[config.mk]
export PLATFORM = sky130hd
export DESIGN_NAME = markdown_block_segmenter_flat
export DESIGN_NICKNAME = d
export VERILOG_FILES = /design/src/mbs_pkg.sv /design/src/mbs_byte_if.sv /design/src/mbs_seg_if.sv /design/src/mbs_res_fifo.sv /design/src/markdown_block_segmenter.sv /design/src/flat_wrapper.sv
export VERILOG_INCLUDE_DIRS = /design/src /design/src/src
export SDC_FILE = /design/constraint.sdc
export NUM_CORES = 1
export LEC_CHECK = 0
export BUFFER_PORTS_ARGS = -buffer_cell sky130_fd_sc_hd__buf_2
export CORE_UTILIZATION = 40
export CTS_CLUSTER_SIZE = 24
export DETAILED_ROUTE_END_ITERATION = 10
export GPL_TIMING_DRIVEN = 0
export HOLD_SLACK_MARGIN = 0.05
export PLACE_DENSITY = 0.6
export SYNTH_ARGS = -nofsm -noshare
export SYNTH_HDL_FRONTEND = slang
export SYNTH_SLANG_ARGS = --single-unit
[constraint.sdc]
create_clock -name clk -period 27.5 [get_ports clk]
set_input_delay 5.5 -clock clk [delete_from_list [all_inputs] [get_ports clk]]
set_output_delay 5.5 -clock clk [all_outputs]
set_load 0.005 [all_outputs]
[src/assert_macros.svh]
// Assertion helpers shared by the RTL.
`ifndef ASSERT_MACROS_SVH
`define ASSERT_MACROS_SVH

// Checked at every edge, reset included.
`define ASSERT_CLK(label, clk, prop, msg) \
	label: assert property (@(posedge clk) prop) else $error(msg);

// Checked only while out of reset (active-low reset).
`define ASSERT_RST(label, clk, rst_n, prop, msg) \
	label: assert property (@(posedge clk) disable iff (!rst_n) prop) else $error(msg);

`endif

[src/mbs_pkg.sv]
package mbs_pkg;

	localparam int SEG_BITS = 32;

	// Result queue
	localparam int RES_DEPTH = 4;
	localparam int RES_AW    = 2;
	localparam int RES_CW    = 3;

	// Characters of interest
	localparam logic [7:0] CH_NL    = 8'h0A;
	localparam logic [7:0] CH_TAB   = 8'h09;
	localparam logic [7:0] CH_SPACE = 8'h20;
	localparam logic [7:0] CH_HASH  = 8'h23;
	localparam logic [7:0] CH_DASH  = 8'h2D;
	localparam logic [7:0] CH_STAR  = 8'h2A;
	localparam logic [7:0] CH_PLUS  = 8'h2B;
	localparam logic [7:0] CH_TICK  = 8'h60;

	localparam logic [23:0] FENCE_PREFIX = {CH_TICK, CH_TICK, CH_TICK};
	localparam logic [1:0]  PREFIX_LEN_MAX = 2'd3;

	typedef struct packed {
		logic [SEG_BITS-1:0] bstart;
		logic [SEG_BITS-1:0] bstop;
		logic [SEG_BITS-1:0] cstart;
		logic [SEG_BITS-1:0] cstop;
		logic                run_last;
	} seg_t;

endpackage

[src/mbs_byte_if.sv]
interface mbs_byte_if;
	logic       valid;
	logic       ready;
	logic [7:0] data_byte;
	logic       doc_last;

	modport source (output valid, output data_byte, output doc_last, input ready);
	modport sink (input valid, input data_byte, input doc_last, output ready);
endinterface

[src/mbs_seg_if.sv]
interface mbs_seg_if;
	logic                         valid;
	logic                         ready;
	logic [mbs_pkg::SEG_BITS-1:0] seg_byte_start;
	logic [mbs_pkg::SEG_BITS-1:0] seg_byte_end;
	logic [mbs_pkg::SEG_BITS-1:0] seg_char_start;
	logic [mbs_pkg::SEG_BITS-1:0] seg_char_end;
	logic                         run_last;

	modport source (output valid, output seg_byte_start, output seg_byte_end,
		output seg_char_start, output seg_char_end, output run_last, input ready);
	modport sink (input valid, input seg_byte_start, input seg_byte_end,
		input seg_char_start, input seg_char_end, input run_last, output ready);
endinterface

[src/mbs_res_fifo.sv]
`include "assert_macros.svh"

module mbs_res_fifo (
	input  logic                       clk,
	input  logic                       arst_n,
	input  logic [1:0]                 push_num,
	input  mbs_pkg::seg_t              push_d0,
	input  mbs_pkg::seg_t              push_d1,
	output logic [mbs_pkg::RES_CW-1:0] free_cnt,
	mbs_seg_if.source                  seg_out
);
	import mbs_pkg::*;

	seg_t              mem_q [RES_DEPTH];
	logic [RES_AW-1:0] rd_ptr_q;
	logic [RES_AW-1:0] wr_ptr_q;
	logic [RES_CW-1:0] count_q;
	logic              pop;

	assign pop      = seg_out.valid && seg_out.ready;
	assign free_cnt = RES_CW'(RES_DEPTH) - count_q;

	always_ff @(posedge clk) begin
		if (push_num != 2'd0) begin
			mem_q[wr_ptr_q] <= push_d0;
		end
		if (push_num == 2'd2) begin
			mem_q[wr_ptr_q + RES_AW'(1)] <= push_d1;
		end
	end

	always_ff @(posedge clk or negedge arst_n) begin
		if (!arst_n) begin
			rd_ptr_q <= '0;
			wr_ptr_q <= '0;
			count_q  <= '0;
		end else begin
			wr_ptr_q <= wr_ptr_q + RES_AW'(push_num);
			if (pop) begin
				rd_ptr_q <= rd_ptr_q + RES_AW'(1);
			end
			count_q <= count_q + RES_CW'(push_num) - RES_CW'(pop);
		end
	end

	assign seg_out.valid          = (count_q != '0);
	assign seg_out.seg_byte_start = mem_q[rd_ptr_q].bstart;
	assign seg_out.seg_byte_end   = mem_q[rd_ptr_q].bstop;
	assign seg_out.seg_char_start = mem_q[rd_ptr_q].cstart;
	assign seg_out.seg_char_end   = mem_q[rd_ptr_q].cstop;
	assign seg_out.run_last       = mem_q[rd_ptr_q].run_last;

	`ASSERT_RST(a_count_bound, clk, arst_n, count_q <= RES_CW'(RES_DEPTH), "queue overfilled")
	`ASSERT_RST(a_push_room, clk, arst_n, RES_CW'(push_num) <= free_cnt, "push without room")
	`ASSERT_RST(a_push_num, clk, arst_n, push_num != 2'd3, "more than two pushed")

endmodule

[src/markdown_block_segmenter.sv]
// Markdown block segmenter: takes one document byte per transaction and returns line-based
// segments (byte and codepoint start/end offsets), zero to two per byte, in document order.
// A byte is registered on entry, classified from that register against the line and segment
// state, and its results go into a four-entry result queue; one byte per cycle is sustained
// as long as the queue keeps two free entries, which the segment consumer sets by taking
// results. Offsets saturate at 2^OFFSET_BITS-1 and are reported as their low 32 bits; the
// byte marked doc_last flushes any open segment and returns the block to its reset state.
`include "assert_macros.svh"

module markdown_block_segmenter #(
	parameter int OFFSET_BITS = 32
) (
	input  logic      clk,
	input  logic      arst_n,
	mbs_byte_if.sink  byte_in,
	mbs_seg_if.source seg_out
);
	import mbs_pkg::*;

	localparam logic [OFFSET_BITS-1:0] OFS_MAX = '1;

	// Input register
	logic [7:0] data_s1;
	logic       last_s1;
	logic       valid_s1;

	// Document state
	logic [OFFSET_BITS-1:0] byte_pos_q, char_pos_q;
	logic [OFFSET_BITS-1:0] open_byte_q, open_char_q;
	logic [OFFSET_BITS-1:0] line_byte_q, line_char_q;
	logic                   fence_open_q, segment_open_q;
	logic [23:0]            line_prefix_q;
	logic [1:0]             line_len_q;
	logic                   line_blank_q;

	logic [RES_CW-1:0] free_cnt;
	logic              in_fire, s1_fire;

	logic [OFFSET_BITS-1:0] end_b, end_c;
	logic [23:0]            prefix_n;
	logic [1:0]             len_n;
	logic                   blank_n, eol;
	logic                   is_fence, is_heading, is_list;
	logic                   fence_n, seg_n;
	logic [OFFSET_BITS-1:0] open_b_n, open_c_n;
	logic                   a_v, b_v;
	logic [OFFSET_BITS-1:0] b_sb, b_sc;
	seg_t                   seg_a, seg_b, push_d0, push_d1;
	logic [1:0]             push_num;

	assign s1_fire       = valid_s1 && (free_cnt >= RES_CW'(2));
	assign byte_in.ready = !valid_s1 || s1_fire;
	assign in_fire       = byte_in.valid && byte_in.ready;

	always_comb begin
		end_b = (byte_pos_q == OFS_MAX) ? byte_pos_q : byte_pos_q + OFFSET_BITS'(1);
		// continuation bytes do not start a codepoint
		if (data_s1[7:6] != 2'b10 && char_pos_q != OFS_MAX) begin
			end_c = char_pos_q + OFFSET_BITS'(1);
		end else begin
			end_c = char_pos_q;
		end

		prefix_n = line_prefix_q;
		len_n    = line_len_q;
		if (data_s1 != CH_NL) begin
			unique case (line_len_q)
				2'd0: prefix_n[7:0]   = data_s1;
				2'd1: prefix_n[15:8]  = data_s1;
				2'd2: prefix_n[23:16] = data_s1;
				default: prefix_n = line_prefix_q;
			endcase
			if (line_len_q != PREFIX_LEN_MAX) begin
				len_n = line_len_q + 2'd1;
			end
		end
		blank_n  = line_blank_q &&
			(data_s1 == CH_SPACE || data_s1 == CH_TAB || data_s1 == CH_NL);
		eol      = (data_s1 == CH_NL) || last_s1;

		is_fence   = (len_n == PREFIX_LEN_MAX) && (prefix_n == FENCE_PREFIX);
		is_heading = (len_n != 2'd0) && (prefix_n[7:0] == CH_HASH);
		is_list    = (len_n >= 2'd2) && (prefix_n[15:8] == CH_SPACE) &&
			(prefix_n[7:0] == CH_DASH || prefix_n[7:0] == CH_STAR ||
			 prefix_n[7:0] == CH_PLUS);

		fence_n  = fence_open_q;
		seg_n    = segment_open_q;
		open_b_n = open_byte_q;
		open_c_n = open_char_q;
		// a: open segment closed at the line start; b: a segment ending at this byte
		a_v  = 1'b0;
		b_v  = 1'b0;
		b_sb = open_byte_q;
		b_sc = open_char_q;

		if (eol) begin
			priority if (is_fence && !fence_open_q) begin
				a_v      = segment_open_q;
				open_b_n = line_byte_q;
				open_c_n = line_char_q;
				seg_n    = 1'b1;
				fence_n  = 1'b1;
			end else if (is_fence) begin
				b_v     = 1'b1;
				seg_n   = 1'b0;
				fence_n = 1'b0;
			end else if (fence_open_q) begin
				seg_n = segment_open_q;
			end else if (blank_n) begin
				b_v   = segment_open_q;
				seg_n = 1'b0;
			end else if (is_heading || is_list) begin
				a_v   = segment_open_q;
				b_v   = 1'b1;
				b_sb  = line_byte_q;
				b_sc  = line_char_q;
				seg_n = 1'b0;
			end else if (!segment_open_q) begin
				open_b_n = line_byte_q;
				open_c_n = line_char_q;
				seg_n    = 1'b1;
			end else begin
				seg_n = 1'b1;
			end
			// document end flushes whatever is still open
			if (last_s1 && seg_n) begin
				b_v  = 1'b1;
				b_sb = open_b_n;
				b_sc = open_c_n;
			end
		end

		seg_a.bstart   = SEG_BITS'(open_byte_q);
		seg_a.bstop    = SEG_BITS'(line_byte_q);
		seg_a.cstart   = SEG_BITS'(open_char_q);
		seg_a.cstop    = SEG_BITS'(line_char_q);
		seg_a.run_last = !b_v;

		seg_b.bstart   = SEG_BITS'(b_sb);
		seg_b.bstop    = SEG_BITS'(end_b);
		seg_b.cstart   = SEG_BITS'(b_sc);
		seg_b.cstop    = SEG_BITS'(end_c);
		seg_b.run_last = 1'b1;

		push_d0  = a_v ? seg_a : seg_b;
		push_d1  = seg_b;
		push_num = s1_fire ? (2'(a_v) + 2'(b_v)) : 2'd0;
	end

	always_ff @(posedge clk) begin
		if (in_fire) begin
			data_s1 <= byte_in.data_byte;
			last_s1 <= byte_in.doc_last;
		end
	end

	always_ff @(posedge clk or negedge arst_n) begin
		if (!arst_n) begin
			valid_s1       <= 1'b0;
			byte_pos_q     <= '0;
			char_pos_q     <= '0;
			open_byte_q    <= '0;
			open_char_q    <= '0;
			line_byte_q    <= '0;
			line_char_q    <= '0;
			fence_open_q   <= 1'b0;
			segment_open_q <= 1'b0;
			line_prefix_q  <= '0;
			line_len_q     <= '0;
			line_blank_q   <= 1'b1;
		end else begin
			if (in_fire) begin
				valid_s1 <= 1'b1;
			end else if (s1_fire) begin
				valid_s1 <= 1'b0;
			end
			if (s1_fire) begin
				if (last_s1) begin
					byte_pos_q     <= '0;
					char_pos_q     <= '0;
					open_byte_q    <= '0;
					open_char_q    <= '0;
					line_byte_q    <= '0;
					line_char_q    <= '0;
					fence_open_q   <= 1'b0;
					segment_open_q <= 1'b0;
					line_prefix_q  <= '0;
					line_len_q     <= '0;
					line_blank_q   <= 1'b1;
				end else begin
					byte_pos_q     <= end_b;
					char_pos_q     <= end_c;
					open_byte_q    <= open_b_n;
					open_char_q    <= open_c_n;
					fence_open_q   <= fence_n;
					segment_open_q <= seg_n;
					if (eol) begin
						line_byte_q   <= end_b;
						line_char_q   <= end_c;
						line_prefix_q <= '0;
						line_len_q    <= '0;
						line_blank_q  <= 1'b1;
					end else begin
						line_prefix_q <= prefix_n;
						line_len_q    <= len_n;
						line_blank_q  <= blank_n;
					end
				end
			end
		end
	end

	mbs_res_fifo u_res_fifo (
		.clk      (clk),
		.arst_n   (arst_n),
		.push_num (push_num),
		.push_d0  (push_d0),
		.push_d1  (push_d1),
		.free_cnt (free_cnt),
		.seg_out  (seg_out)
	);

	`ASSERT_CLK(a_fence_in_seg, clk, fence_open_q |-> segment_open_q, "fence with no segment")
	`ASSERT_RST(a_doc_end_clear, clk, arst_n, s1_fire && last_s1 |=> byte_pos_q == '0, "doc kept")
	`ASSERT_RST(a_close_order, clk, arst_n, s1_fire && a_v |-> open_byte_q <= line_byte_q, "order")
	`ASSERT_RST(a_in_reg_load, clk, arst_n, in_fire |=> valid_s1, "accepted byte not held")

endmodule
[src/flat_wrapper.sv]
// flat-port wrapper written by rule: the top's interface ports become plain ports
module markdown_block_segmenter_flat import mbs_pkg::*;
#(
	parameter int OFFSET_BITS = 32
)
  (clk, arst_n, byte_in_valid, byte_in_data_byte, byte_in_doc_last, byte_in_ready, seg_out_valid, seg_out_seg_byte_start, seg_out_seg_byte_end, seg_out_seg_char_start, seg_out_seg_char_end, seg_out_run_last, seg_out_ready);
  mbs_byte_if byte_in_i ();
  mbs_seg_if seg_out_i ();
  input  logic clk;
  input  logic arst_n;
  input wire logic [$bits(byte_in_i.valid)-1:0] byte_in_valid;
  input wire logic [$bits(byte_in_i.data_byte)-1:0] byte_in_data_byte;
  input wire logic [$bits(byte_in_i.doc_last)-1:0] byte_in_doc_last;
  output wire logic [$bits(byte_in_i.ready)-1:0] byte_in_ready;
  output wire logic [$bits(seg_out_i.valid)-1:0] seg_out_valid;
  output wire logic [$bits(seg_out_i.seg_byte_start)-1:0] seg_out_seg_byte_start;
  output wire logic [$bits(seg_out_i.seg_byte_end)-1:0] seg_out_seg_byte_end;
  output wire logic [$bits(seg_out_i.seg_char_start)-1:0] seg_out_seg_char_start;
  output wire logic [$bits(seg_out_i.seg_char_end)-1:0] seg_out_seg_char_end;
  output wire logic [$bits(seg_out_i.run_last)-1:0] seg_out_run_last;
  input wire logic [$bits(seg_out_i.ready)-1:0] seg_out_ready;
  assign byte_in_i.valid = byte_in_valid;
  assign byte_in_i.data_byte = byte_in_data_byte;
  assign byte_in_i.doc_last = byte_in_doc_last;
  assign byte_in_ready = byte_in_i.ready;
  assign seg_out_valid = seg_out_i.valid;
  assign seg_out_seg_byte_start = seg_out_i.seg_byte_start;
  assign seg_out_seg_byte_end = seg_out_i.seg_byte_end;
  assign seg_out_seg_char_start = seg_out_i.seg_char_start;
  assign seg_out_seg_char_end = seg_out_i.seg_char_end;
  assign seg_out_run_last = seg_out_i.run_last;
  assign seg_out_i.ready = seg_out_ready;
  markdown_block_segmenter #(.OFFSET_BITS(OFFSET_BITS)) u_core (.clk(clk), .arst_n(arst_n), .byte_in(byte_in_i), .seg_out(seg_out_i));
endmodule
==> summary.md <==
| Metric | Value |
|---|---|
| Outcome | `complete, but fails checks` |
| Failing checks | `max-capacitance violations, max-slew violations` |
| Crit. End Element | `output pin` |
| Worst Max-Slew Pin Slew | `around 1.5 ns` |
| Minimum clock period | `9.798 ns` |
| Final Hold Fails | `0` |
| Longest Clk Path Bufs | `3` |
| Drt total wl | `125.5 mm` |
| Share of layout cells above drive strength 1 | `20.12%` |
| Fmax | `102.1 MHz` |
| Switching pwr | `between 0.001 and 0.0015 W` |
| Area share of the largest cell type after synthesis | `42.44%` |
| Clock sinks | `about 750` |
| Num ports | `144` |
| Register share of total power | `37.3%` |
| Via/cell ratio | `6.618` |
| Die footprint | `0.09339 mm2` |
| Pleak | `between 10 and 15 nW` |
| Clock power frac | `28.8%` |
| DR DRC count | `0` |
| Clock Root Buffer | `clkbuf_16` |
| Post-Synth Adder-Cell Area | `0.3937%` |
| Syn_nets | `about 2800` |
| Maximum fanout along the worst path | `10` |
| DP Wirelength | `83.99 mm` |
| Async S/R FF share, synth | `30.37%` |
| FP Rows | `110` |
| Drt pass-1 iters | `5` |
| Final #Nets | `3008` |
| Width of the die | `slightly above 300 um` |
| Ratio of final minimum period to clock period | `35.63%` |
| Simple-gate share of the synthesized area | `roughly 6.4%` |
| RD Place Congestion | `a little over 0.9` |
| Gr ovfl total | `0` |
| Sw Share | `36.16%` |
| Yosys reg bits | `754` |
| Antenna-violating nets left | `0` |
| Setup TNS | `0 ns` |
| Starting Density | `40.65%` |
| Setup WS post-layout | `17.70 ns` |
| Post-cts sizing count | `0` |
| GRT Total Usage | `26.61%` |
| Max-cap violations | `2` |
| Worst-Skew Late Latency | `0.65 ns` |
| Post-CTS setup buffers | `0` |
| Vias in the first global route | `approximately 28000` |
| Seq/Total Area, Yosys | `about three fifths` |
| Syn Area/Cell | `13.49 um2` |
| Unrepaired setup endpoints after global routing | `no` |
| Yosys warning total | `0` |
| Final Skew | `0.02747 ns` |
| Final Setup Violations | `0` |
| Avg WL per Cell | `29.66 um` |
| Distinct cell type count after synthesis | `84` |
| Hold_buf cts | `0` |
| Fin util | `~47%` |
| Post-route cell area | `0.04218 mm2` |
| Dpl cell area | `between 0.03 and 0.04 mm2` |
| Most used DFF post-synth | `edfxtp_1` |
| Top cell by count, worst path | `clkbuf_1` |
| Largest area contributor in the netlist | `edfxtp_1` |
| Final Power | `0.003886 W` |
| Critical path launch point type | `flop` |
| Synth Instances | `2733` |
| CP max stage delay | `1.08 ns` |
| Largest net degree at the start of global routing | `88` |
| Internal | `0.002481 W` |
| Post-synthesis mux area share | `under 10%` |
| Largest family of logic cells by synthesized area | `compound AO/OA/AOI/OAI gates` |
| WP data arrival | `4.30 ns` |
| Pins Over Slew Limit | `10` |
| Most common cell after layout, fill and taps aside | `edfxtp_1` |
| First-pass GRT wire length | `185.6 mm` |
| Min-delay worst type | `flop to flop` |
| Most frequent cells in the layout | `521 x edfxtp_1, 276 x a22o_1, 231 x buf_2, 228 x dfrtp_1, 195 x o32ai_1` |
| Initial drt markers | `between 3000 and 4000` |
| Core ar. | `between 0.09 and 0.1 mm2` |
| Max IR drop VDD | `0.06090 mV` |
| Critical path class | `flop to output pin` |
| Synth Area in XOR/XNOR | `between 1.5 and 2%` |
| Cells along the critical path | `clkbuf_1 > clkbuf_1 > buf_1 > mux4_2 > buf_2` |
| Port bufs | `143` |
| Setup slack on the worst flop-to-flop path | `19.08 ns` |
| Gate power share | `33.8%` |
| CP required | `22.00 ns` |
| EDFF count, synth | `~520` |
| Die Height | `305.6 um` |
| Syn Std Cell Area | `0.03687 mm2` |
| Clk slew on worst S/H paths | `~0.070 ns` |
| CTS H-tree lvls | `3` |
| Complex-gate fraction of the synthesized area | `about a fifth` |
| P per Cell Area | `92.12 mW/mm2` |
| Slowest-stage cell, CP | `clkbuf_1` |
| CTS Buf Count | `81` |
| Pre-CTS setup slack | `approximately 18 ns` |
| Slew headroom | `-0.9554%` |
| Synth top area cells | `edfxtp_1 42%, dfrtp_1 15%, mux4_2 7.9%` |
| Initial antenna violation count | `10` |
| Vias | `between 20000 and 30000` |
| CTS tree | `built` |
| Synth-to-layout area growth | `14.41%` |
-- Yosys cell counts, drive strengths merged (3+ instances only) --
| library cell | number |
|---|---|
| a21oi | 22 |
| a22o | 276 |
| a31oi | 5 |
| and2 | 10 |
| and3 | 27 |
| and4 | 10 |
| buf | 138 |
| clkbuf | 127 |
| dfrtp | 228 |
| dfxtp | 4 |
| edfxtp | 521 |
| ha | 10 |
| inv | 87 |
| mux2 | 44 |
| mux2i | 21 |
| mux4 | 129 |
| nand2 | 184 |
| nand2b | 10 |
| nand3 | 97 |
| nand4 | 14 |
| nor2 | 36 |
| nor2b | 5 |
| nor3 | 22 |
| nor3b | 5 |
| nor4 | 12 |
| o211ai | 132 |
| o21a | 4 |
| o21ai | 77 |
| o22a | 4 |
| o22ai | 50 |
| o2bb2ai | 20 |
| o31ai | 89 |
| o32ai | 195 |
| or2 | 7 |
| or3 | 5 |
| or4 | 3 |
| or4b | 3 |
| xnor2 | 47 |
| xor2 | 21 |
-- cell type report --
| cell class | count | area, um2 |
|---|---|---|
| Timing Repair Buffer | 168 | 1122 |
| Buffer | 265 | 1281 |
| Multi-Input combinational cell | 1626 | 13810 |
| Tap cell | 1176 | 1471 |
| Fill cell | 7873 | 48520 |
| Antenna cell | 4 | 10.01 |
| Sequential cell | 754 | 21460 |
| Inverter | 88 | 345.3 |
| Clock buffer | 113 | 2280 |
| Clock inverter | 37 | 400.4 |
-- registers in the layout, indices dropped and copies added (netlist names), 8 cells and up --
name / flops
u_core.line_byte_q: 32
u_core.open_char_q: 32
u_core.open_byte_q: 32
u_core.data_s1: 8
u_core.u_res_fifo.mem_q: 516
u_core.line_char_q: 32
u_core.byte_pos_q: 32
u_core.char_pos_q: 32
u_core.line_prefix_q: 24
-- worst max-delay path, delay by kind of cell (launching register included) --
kind | cells | cell delay [ns]
multiplexers | 1 | 0.70
buffers and inverters | 4 | 2.62
flip-flops | 1 | 0.33
-- per-layer routing --
metal,GRT usage (%),share of wire [%],vias up
met5,0.1550,0.057,-
met4,12.83,4.8,8
met3,5.415,9.4,333
met2,41.84,47,1680
met1,35.20,39,14290
li1,-,-,11700
-- stage by stage --
| step | hold WS, ns | cells |
|---|---|---|
| 2_1_floorplan | 0.4310 | 2733 |
| 3_3_place_gp | 0.4427 | 4052 |
| 3_5_place_dp | 0.4507 | 4077 |
| 4_1_cts | 0.4685 | 4227 |
| 5_1_grt | 0.4917 | 4228 |
| 6_report | 0.4831 | 4231 |
-- power by group through the flow --
stage          Sequential, W  Combinational [W]  Clock (W)
2_1_floorplan        0.00147           0.000717          0
3_3_place_gp         0.00151            0.00127          0
3_5_place_dp         0.00147            0.00131          0
4_1_cts              0.00145            0.00131    0.00113
5_1_grt              0.00146            0.00138    0.00117
6_report             0.00145            0.00131    0.00112
-- path summary, 6_finish.rpt --
path	startpoint	to	cells after the start
setup / recovery	u_core.u_res_fifo.rd_ptr_q[0]$_DFFE_PN0P_	seg_out_seg_byte_end[31]	5
hold / removal	u_core.u_res_fifo.mem_q[3][0]$_SDFFE_PP1N_	u_core.u_res_fifo.mem_q[3][0]$_SDFFE_PP1N_	1
setup reg to reg	u_core.data_s1[4]$_DFFE_PP_	u_core.u_res_fifo.mem_q[2][53]$_DFFE_PP_	18
hold reg to reg	u_core.u_res_fifo.mem_q[3][0]$_SDFFE_PP1N_	u_core.u_res_fifo.mem_q[3][0]$_SDFFE_PP1N_	1
max in group asynchronous	arst_n	u_core.open_byte_q[8]$_DFFE_PN0P_	3
min in group asynchronous	arst_n	u_core.line_prefix_q[12]$_DFFE_PN0P_	1
-- cells by family after synthesis --
group | after synthesis
AO/OA/AOI/OAI | 891
flip-flops | 754
AND/OR/NAND/NOR | 462
buffers and inverters | 353
multiplexers | 194
XOR/XNOR | 68
adder cells (fa/ha/maj) | 11
Power figures use the tool's default switching activity.
